==> src/sv/rrlm_pkg.sv <==
// ----------------------------------------------------------------------------
// rrlm_pkg
// Shared types and constants of the request/response latency matcher.
// ----------------------------------------------------------------------------
package rrlm_pkg;

  localparam int FLOWS_DEF = 1024;
  localparam int PROBES    = 4;
  localparam int KEY_W     = 48;
  localparam int SEQ_W     = 32;
  localparam int LEN_W     = 16;
  localparam int TS_W      = 48;
  localparam int CNT_W     = 32;
  localparam int IN_W      = 160;  // 154 bits of fields, padded to whole bytes
  localparam int OUT_W     = 248;  // 245 bits of fields, padded to whole bytes
  localparam logic [31:0] TIMEOUT_RESET = 32'd50000000;
  localparam logic [63:0] HASH_MULT     = 64'h9E3779B97F4A7C15;

  localparam logic [1:0] KIND_REQ  = 2'd0;
  localparam logic [1:0] KIND_RSP  = 2'd1;
  localparam logic [1:0] KIND_END  = 2'd2;
  localparam logic [1:0] KIND_NONE = 2'd3;

  localparam logic [1:0] PRI_LOW     = 2'd0;
  localparam logic [1:0] PRI_HI      = 2'd1;
  localparam logic [1:0] PRI_UNKNOWN = 2'd2;

  localparam logic [0:0] REG_LABEL   = 1'b0;
  localparam logic [0:0] REG_TIMEOUT = 1'b1;

  typedef enum logic [3:0] {
    ST_REQ_NEW     = 4'd0,
    ST_REQ_RETX    = 4'd1,
    ST_SAMPLE      = 4'd2,
    ST_WINDOW      = 4'd3,
    ST_UNMATCHED   = 4'd4,
    ST_NOT_LATER   = 4'd5,
    ST_RSP_RETX    = 4'd6,
    ST_FULL        = 4'd7,
    ST_REPORT      = 4'd8
  } status_t;

  typedef enum logic [2:0] {
    FSM_CLEAR, FSM_IDLE, FSM_HASH, FSM_READ, FSM_DECIDE, FSM_WRITE, FSM_OUT, FSM_SWEEP
  } fsm_t;

  // Commands from the controller to the datapath.
  typedef struct packed {
    logic load;       // capture input item
    logic hash;       // register the hash partial products
    logic decide;     // evaluate the item and register the result
    logic write;      // write back entry (counters update on decide)
    logic sweep_rst;  // clear pass over keys, times and flow state (after reset)
    logic sweep_end;  // clear pass over flow state (interval end)
  } cmd_t;

  // Status from the datapath to the controller.
  typedef struct packed {
    logic [1:0] kind;
    logic       sweep_done;
  } stat_t;

endpackage

==> src/sv/rrlm_ctrl.sv <==
// ----------------------------------------------------------------------------
// rrlm_ctrl
// Item sequencer: hash, read, decide, write back or clear, present result.
// ----------------------------------------------------------------------------
module rrlm_ctrl (
  input  logic            clk,
  input  logic            rst,
  input  logic            in_valid,
  input  logic [1:0]      in_kind,
  output logic            in_ready,
  output logic            out_valid,
  input  logic            out_ready,
  output rrlm_pkg::cmd_t  cmd,
  input  rrlm_pkg::stat_t stat
);
  import rrlm_pkg::*;

  fsm_t state, state_next;

  always_ff @(posedge clk) begin
    if (rst) begin
      state <= FSM_CLEAR;
    end else begin
      state <= state_next;
    end
  end

  always_comb begin
    state_next = state;
    unique case (state)
      FSM_CLEAR:  if (stat.sweep_done) state_next = FSM_IDLE;
      FSM_IDLE:   if (in_valid && in_kind != KIND_NONE) state_next = FSM_HASH;
      FSM_HASH:   state_next = FSM_READ;
      FSM_READ:   state_next = FSM_DECIDE;
      FSM_DECIDE: state_next = (stat.kind == KIND_END) ? FSM_SWEEP : FSM_WRITE;
      FSM_WRITE:  state_next = FSM_OUT;
      FSM_OUT:    if (out_ready) state_next = FSM_IDLE;
      FSM_SWEEP:  if (stat.sweep_done) state_next = FSM_OUT;
      default:    state_next = FSM_IDLE;
    endcase
  end

  always_comb begin
    cmd = '0;
    in_ready = 1'b0;
    out_valid = 1'b0;
    unique case (state)
      FSM_CLEAR:  cmd.sweep_rst = 1'b1;
      FSM_IDLE: begin
        in_ready = 1'b1;
        cmd.load = 1'b1;
      end
      FSM_HASH:   cmd.hash = 1'b1;
      FSM_DECIDE: cmd.decide = 1'b1;
      FSM_WRITE:  cmd.write = 1'b1;
      FSM_OUT:    out_valid = 1'b1;
      FSM_SWEEP:  cmd.sweep_end = 1'b1;
      default: ;
    endcase
  end
endmodule

==> config.mk <==
export PLATFORM = sky130hd
export DESIGN_NAME = rrlm_ctrl
export DESIGN_NICKNAME = d
export VERILOG_FILES = /design/src/sv/rrlm_pkg.sv /design/src/sv/rrlm_ctrl.sv
export SDC_FILE = /design/constraint.sdc
export NUM_CORES = 1
export LEC_CHECK = 0
export ABC_AREA = 1
export BUFFER_PORTS_ARGS = -buffer_cell sky130_fd_sc_hd__buf_2
export CORE_AREA = 2 2 39 41
export CTS_BUF_LIST = sky130_fd_sc_hd__clkbuf_4 sky130_fd_sc_hd__clkbuf_8
export DETAILED_ROUTE_END_ITERATION = 8
export DIE_AREA = 0 0 41 43
export PLACE_DENSITY = 0.46
export SYNTH_ARGS = -nofsm -noshare
export SYNTH_HDL_FRONTEND = slang
export SYNTH_SLANG_ARGS = --single-unit
export TNS_END_PERCENT = 100
==> constraint.sdc <==
create_clock -name clk -period 1.33 [get_ports clk]
set_input_delay 0.266 -clock clk [delete_from_list [all_inputs] [get_ports clk]]
set_output_delay 0.266 -clock clk [all_outputs]
set_load 0.05 [all_outputs]
==> results of run 1 <==
## synthesized netlist by cell type
cell                       instances  share of area
sky130_fd_sc_hd__nand3b_1          1          0.027
sky130_fd_sc_hd__nand2_1          10           0.13
sky130_fd_sc_hd__inv_2             2          0.027
sky130_fd_sc_hd__nor2_2            1          0.022
sky130_fd_sc_hd__a21oi_1           2          0.035
sky130_fd_sc_hd__nor2_4            2          0.080
sky130_fd_sc_hd__nand2_2           3          0.066
sky130_fd_sc_hd__buf_4             3          0.080
sky130_fd_sc_hd__dfxtp_1           3           0.21
sky130_fd_sc_hd__nor2_1            7          0.093
sky130_fd_sc_hd__nand3_1           3          0.053
sky130_fd_sc_hd__inv_1             6          0.080
sky130_fd_sc_hd__nand4_1           1          0.022
sky130_fd_sc_hd__nor3_1            4          0.071
## path summary, 6_finish.rpt
kind	endpoint	slack, ns	cells past startpoint
setup / recovery	cmd[3]	-0.02	3
hold / removal	flip-flop	0.29	4
setup reg to reg	flip-flop	0.16	8
hold reg to reg	state[0]	0.56	3
## routing by layer
layer | share of wire | up-vias | GRT usage
li1 | - | 198 | -
met1 | 0.37 | 161 | 0.103
met2 | 0.56 | 13 | 0.188
met3 | 0.042 | 3 | 0.0314
met4 | 0.026 | 0 | 0.100
met5 | 0 | - | 0
## critical path, stage by stage, from the launching register on
cell and delay (ns):
sky130_fd_sc_hd__dfxtp_4 0.35, sky130_fd_sc_hd__buf_8 0.14, sky130_fd_sc_hd__nor3_4 0.18, sky130_fd_sc_hd__buf_6 0.18
## through the flow
stage          hold slack (ns)  TNS (ns)  utilization  power [uW]  cell area, um^2
3_5_place_dp             0.536         0        0.304         953              420
6_report                 0.285   -0.0259        0.419        1420              579
3_3_place_gp             0.533         0        0.304         955              420
5_1_grt                  0.329    -0.255        0.419        1510              579
4_1_cts                  0.289   -0.0426        0.394        1370              546
2_1_floorplan            0.426    -0.341            -         828              324
## cell families after synthesis
kind of cell | synth area share
simple gates | 0.566
buf+inv | 0.186
flops | 0.212
compound gates | 0.0354
## area by class of cell
type | instances | area [um^2]
sequential | 3 | 71.3
inverter | 8 | 37.5
fill | 153 | 805
tap | 16 | 20.0
multi-input combinational | 34 | 226
timing repair buffer | 22 | 194
clock buffer | 4 | 30.0
## timing repair
item | 4_1_cts | 5_1_grt
pin swaps | 2 | 1
setup endpoints to repair | 8 | 8
buffers inserted | 3 | 0
gates resized for setup | 25 | 10
## cells in the final DEF (no fill, tap or decap), types with 2 or more instances in the layout
cell type,n
sky130_fd_sc_hd__a21oi_1,2
sky130_fd_sc_hd__buf_2,8
sky130_fd_sc_hd__buf_4,4
sky130_fd_sc_hd__buf_6,7
sky130_fd_sc_hd__buf_8,3
sky130_fd_sc_hd__clkbuf_4,4
sky130_fd_sc_hd__dfxtp_4,3
sky130_fd_sc_hd__inv_1,4
sky130_fd_sc_hd__inv_2,2
sky130_fd_sc_hd__nand2_1,10
sky130_fd_sc_hd__nand2_2,3
sky130_fd_sc_hd__nand3_1,3
sky130_fd_sc_hd__nor2_1,4
sky130_fd_sc_hd__nor2_2,2
sky130_fd_sc_hd__nor2_4,4
sky130_fd_sc_hd__nor3_4,3
## power by group through the flow
stage	clock (uW)	sequential [uW]	combinational, uW
CTS	190	203	977
global route	196	230	1080
global placement	0	192	763
detailed placement	0	192	761
floorplan	0	167	661
finish	188	224	1010
==> results.md, run 1 <==
- Critical R2R Launch: state[0]
- Post-synthesis cell type count: 14
- Post-route setup slack: -0.0195 ns
- Non-filler cells in the finished layout: 87
- I/O pin count: 17
- Detailed-route via count: 375
- Chip Height: 43 um
- Reported max-cap violation count: 0
- Aggregate global routing overflow: 0
- TritonCTS sink count: 3
- Worst Max-Slew Pin Slew: 0.166 ns
- Final hold vios: 0
- Number of nets at the end of the flow: 81
- Internal Dissipation: 685 uW
- Area of the mapped netlist: 283 um^2
- Wire length of the first global-routing pass: 1.28 mm
- Setup skew after layout: 0.00180 ns
- Static leakage: 0.000281 uW
- Insertion delay to the later sink of the worst-skew pair: 0.24 ns
- Half-perimeter wire length after placement: 584 um
- Total detailed-routing wirelength: 808 um
- Vias/cell: between 4 and 5
- Number of buffers inserted by port buffering: 16
- Status: finished, violations left
- Violated checks: negative setup slack
- Tightest slew margin relative to the limit: 0.889
- Number of CTS-inserted buffers: 3
- Critical Path Start: state[0]
- Switch share: 0.517
- Master cell of the clock root buffer: sky130_fd_sc_hd__clkbuf_4
- Critical path data arrival time: 1.08 ns
- Unrepaired setup endpoints after global routing: yes
- Launching element type of the critical path: flip-flop
- Synthesized netlist net count: 57
- Overall track demand over capacity in global routing: 0.113
- Largest fanout on the critical path: 5
- Post-synthesis average cell area: 5.89 um^2
- Combinational share of power: 0.710
- Worst setup EP type: primary output
- Fin crit period: 1.35 ns
- Drt first-iter violations: 9
- Number of inserted diodes: 0
- Number of antenna violations at the first check in global routing: 0
- Routed wirelength normalized by instance count: 9.29 um
- Number of levels the H-tree was split into: 1
- Number of placement rows: 14
- Final estimated routing congestion in global placement: 0.727
- Sequential area share after synthesis: 0.212
- Maximum operating frequency: 741 MHz
- Antenna viol nets, final: 0
- Detailed-routing iteration count for the pre-antenna-repair pass: 2
- Number of design rule violations left after detail routing: 0
- Portion of total power attributed to the clock network: 0.132
- Required time worst endpoint: roughly 1.1 ns
- Placed Instances: 80
- Cts-stage hold buffer count: 0
- Max-slew violations: 0
- Buffer depth of the longest clock path: 2
- Layout cell share with drive strength beyond 1: 0.648
- Starting density of the core: 0.204
- Clock tree from TritonCTS: yes
- Synthesized instance count: 48
- Worst slack at placement: 0.0896 ns
- Synthesis-to-finish area growth: 105%
- Final-report setup violation count: 2
- Startpoint of the worst hold path: rst
- Die area: 1760 um^2
- Pwr per Cell Area: 2450 nW/um^2
- Relative contribution of sequential cells to total power: 0.158
- Switching pwr: 733 uW
- Count of synthesis-stage warnings from yosys: 0
- Critical path type: reg -> out
- Hold WC Path Type: in -> reg
- Number of synthesized register bits: 3
- Die boundary width: 41 um
- Clock transition at the registers of the reported paths: 0.04 ns
- VDD IR-drop max: 658 uV
- Core Footprint: 1380 um^2
- Maximum number of pins on one net before global-route repair: 9
- Via count of the first global-routing pass: 344
- Tcrit/Tclk final: 1.01
No activity file was read; power rests on OpenSTA's default activity.
==> run 2, diff against run 1 <==
--- a/config.mk
+++ b/config.mk
@@ -11,7 +11,7 @@
 export CTS_BUF_LIST = sky130_fd_sc_hd__clkbuf_4 sky130_fd_sc_hd__clkbuf_8
 export DETAILED_ROUTE_END_ITERATION = 8
 export DIE_AREA = 0 0 41 43
-export PLACE_DENSITY = 0.46
+export PLACE_DENSITY = 0.48
 export SYNTH_ARGS = -nofsm -noshare
 export SYNTH_HDL_FRONTEND = slang
 export SYNTH_SLANG_ARGS = --single-unit
==> results.md, run 2 (same netlist as run 1, synthesis figures left out) <==
- Pwr per Cell Area: 2440 nW/um^2 (was 2450 nW/um^2)
- Aggregate global routing overflow: 0 (unchanged)
- Required time worst endpoint: 1.06 ns (about the same)
- Most used cells in the layout excluding fill and tap cells: 10 x sky130_fd_sc_hd__nand2_1, 8 x sky130_fd_sc_hd__buf_2, 8 x sky130_fd_sc_hd__buf_6 (was 10 x sky130_fd_sc_hd__nand2_1, 8 x sky130_fd_sc_hd__buf_2, 7 x sky130_fd_sc_hd__buf_6)
- Violated checks: negative setup slack (unchanged)
- Half-perimeter wire length after placement: 631 um (was 584 um)
- Antenna viol nets, final: 0 (unchanged)
- Internal Dissipation: 670 uW (was 685 uW)
- Buffers plus inverters on the worst setup path: 2 (unchanged)
- Starting density of the core: 0.204 (unchanged)
- Cell repeated most along the worst path: sky130_fd_sc_hd__buf_6
- Switch share: 0.520 (was 0.517)
- Critical R2R Launch: state[1] (was state[0])
- Detailed-route via count: 367 (was 375)
- Tightest slew margin relative to the limit: 0.883 (was 0.889)
- Number of placement rows: 14 (unchanged)
- Setup slack of the worst register-to-register path: 0.18 ns (was 0.16 ns)
- Layout cell share with drive strength beyond 1: 0.648 (unchanged)
- Detailed-routing iteration count for the pre-antenna-repair pass: 1 (was 2)
- Number of nets at the end of the flow: 81 (unchanged)
- Design area: 572 um^2 (was 579 um^2)
- Worst setup EP type: primary output (unchanged)
- Cell-by-cell trace of the critical path: buf_6 > nor3_4 > buf_6 (was buf_8 > nor3_4 > buf_6)
- Delay of the slowest critical-path stage: 0.36 ns (was 0.35 ns)
- Routed wirelength normalized by instance count: 9.08 um (was 9.29 um)
- Final-report setup violation count: 1 (was 2)
- Clock tree from TritonCTS: yes (unchanged)
- Synthesis-to-finish area growth: 102% (was 105%)
- VDD IR-drop max: 647 uV (was 658 uV)
- Via count of the first global-routing pass: 363 (was 344)
- Switching pwr: 727 uW (was 733 uW)
- Status: finished, violations left (unchanged)
- Number of buffers inserted by port buffering: 16 (unchanged)
- Wire length of the first global-routing pass: 1.35 mm (was 1.28 mm)
- Standard cell area after detailed placement: 443 um^2 (was 420 um^2)
- Startpoint of the worst hold path: rst (unchanged)
- Final hold vios: 0 (unchanged)
- Number of levels the H-tree was split into: 1 (unchanged)
- Chip Height: 43 um (unchanged)
- Die boundary width: 41 um (unchanged)
- Vias/cell: 4.22 (was 4.31)
- Portion of total power attributed to the clock network: 0.131 (was 0.132)
- Critical path type: reg -> out (unchanged)
- Total detailed-routing wirelength: 790 um (was 808 um)
- Launching element type of the critical path: flip-flop (unchanged)
- Most common library cell in the layout ignoring fill and taps: sky130_fd_sc_hd__nand2_1 (unchanged)
- Post-CTS Setup Repair Bufs: 0 (was 3)
- Relative contribution of sequential cells to total power: 0.154 (was 0.158)
- Sum of internal, switching and leakage power: 1400 uW (was 1420 uW)
- Clock transition at the registers of the reported paths: 0.04 ns (about the same)
- Cts-stage hold buffer count: 0 (unchanged)
- TritonCTS sink count: 3 (unchanged)
- Number of design rule violations left after detail routing: 0 (unchanged)
- Max-slew violations: 0 (unchanged)
- Worst Max-Slew Pin Slew: 0.176 ns (was 0.166 ns)
- Critical path data arrival time: 1.07 ns (was 1.08 ns)
- Number of antenna violations at the first check in global routing: 0 (unchanged)
- Family with the most delay on the worst path: flip-flops (unchanged)
- Insertion delay to the later sink of the worst-skew pair: 0.24 ns (about the same)
- Length in cells of the worst reg-to-reg path: 8 (unchanged)
- Core Footprint: 1380 um^2 (unchanged)
- I/O pin count: 17 (unchanged)
- Number of inserted diodes: 0 (unchanged)
- Maximum operating frequency: 751 MHz (was 741 MHz)
- Fin crit period: 1.33 ns (was 1.35 ns)
- Static leakage: 0.000282 uW (was 0.000281 uW)
- Final estimated routing congestion in global placement: 0.614 (was 0.727)
- Largest fanout on the critical path: 4 (was 5)
- Hold WS: 0.288 ns (was 0.285 ns)
- Number of CTS-inserted buffers: 3 (unchanged)
- Number of cells traversed by the worst hold path: 4 (unchanged)
- Overall track demand over capacity in global routing: 0.115 (was 0.113)
- Reported max-cap violation count: 0 (unchanged)
- Master cell of the clock root buffer: sky130_fd_sc_hd__clkbuf_4 (unchanged)
- Highest-delay cell along the critical path: sky130_fd_sc_hd__dfxtp_4 (unchanged)
- Maximum number of pins on one net before global-route repair: 6 (was 9)
- Combinational share of power: 0.715 (was 0.710)
- Drt first-iter violations: 0 (was 9)
- Die area: 1760 um^2 (unchanged)
- Buffer depth of the longest clock path: 2 (unchanged)
- Tcrit/Tclk final: 1.00 (was 1.01)
- Post-route setup slack: -0.00214 ns (was -0.0195 ns)
- Setup skew after layout: 0.00318 ns (was 0.00180 ns)
- Worst slack at placement: 0.0506 ns (was 0.0896 ns)
- Unrepaired setup endpoints after global routing: yes (unchanged)
- Final-layout fill cell count: 155 (was 153)
- Hold WC Path Type: in -> reg (unchanged)
run 2: final cells by class:
cell class	count	area, um^2	area share
timing repair buffer	22	183	0.319
inverter	8	35.0	0.0613
tap	16	20.0	0.0350
sequential	3	71.3	0.125
multi-input combinational	34	233	0.407
clock buffer	4	30.0	0.0525
run 2: power groups by stage:
stage	Sequential [uW]	Combinational, uW	Clock (uW)
after detailed placement	180	821	0
final	215	1000	182
after global placement	180	824	0
after CTS	213	972	194
after floorplan	167	661	0
after global routing	222	1080	208
run 2: worst min-delay path: stages:
cell and delay [ns]:
sky130_fd_sc_hd__buf_2 0.07, sky130_fd_sc_hd__inv_1 0.05, sky130_fd_sc_hd__nand2_1 0.06, sky130_fd_sc_hd__nor2_1 0.04
run 2: worst max-delay path by stage:
stage	start	endpoint	cells after the start
2_1_floorplan	state[0]	cmd[5]	6
5_1_grt	state[0]	cmd[5]	5
6_report	state[1]	cmd[3]	3
3_3_place_gp	state[0]	in_ready	5
4_1_cts	state[0]	cmd[3]	3
3_5_place_dp	state[0]	cmd[5]	5
run 2: through the flow:
step           cells  utilization   TNS, ns
5_1_grt           87        0.413    -0.386
2_1_floorplan     48            -    -0.341
6_report          87        0.413  -0.00214
3_3_place_gp      83        0.320         0
3_5_place_dp      83        0.320         0
4_1_cts           87        0.399   -0.0620
run 2: per-layer routing:
metal	share of wire	wire length [um]	global-route usage	up-vias
li1	-	-	-	196
met1	0.40	314	0.128	156
met2	0.53	418	0.178	13
met3	0.058	46	0.0314	2
met4	0.013	10	0.0800	0
met5	0	0	0	-
run 2: timing repair:
item / 4_1_cts / 5_1_grt
cloned: 0 / 0
endpoints found under the setup margin: 8 / 7
hold endpoints to repair: 0 / 0
pin swaps: 2 / 1
resized for setup: 28 / 4
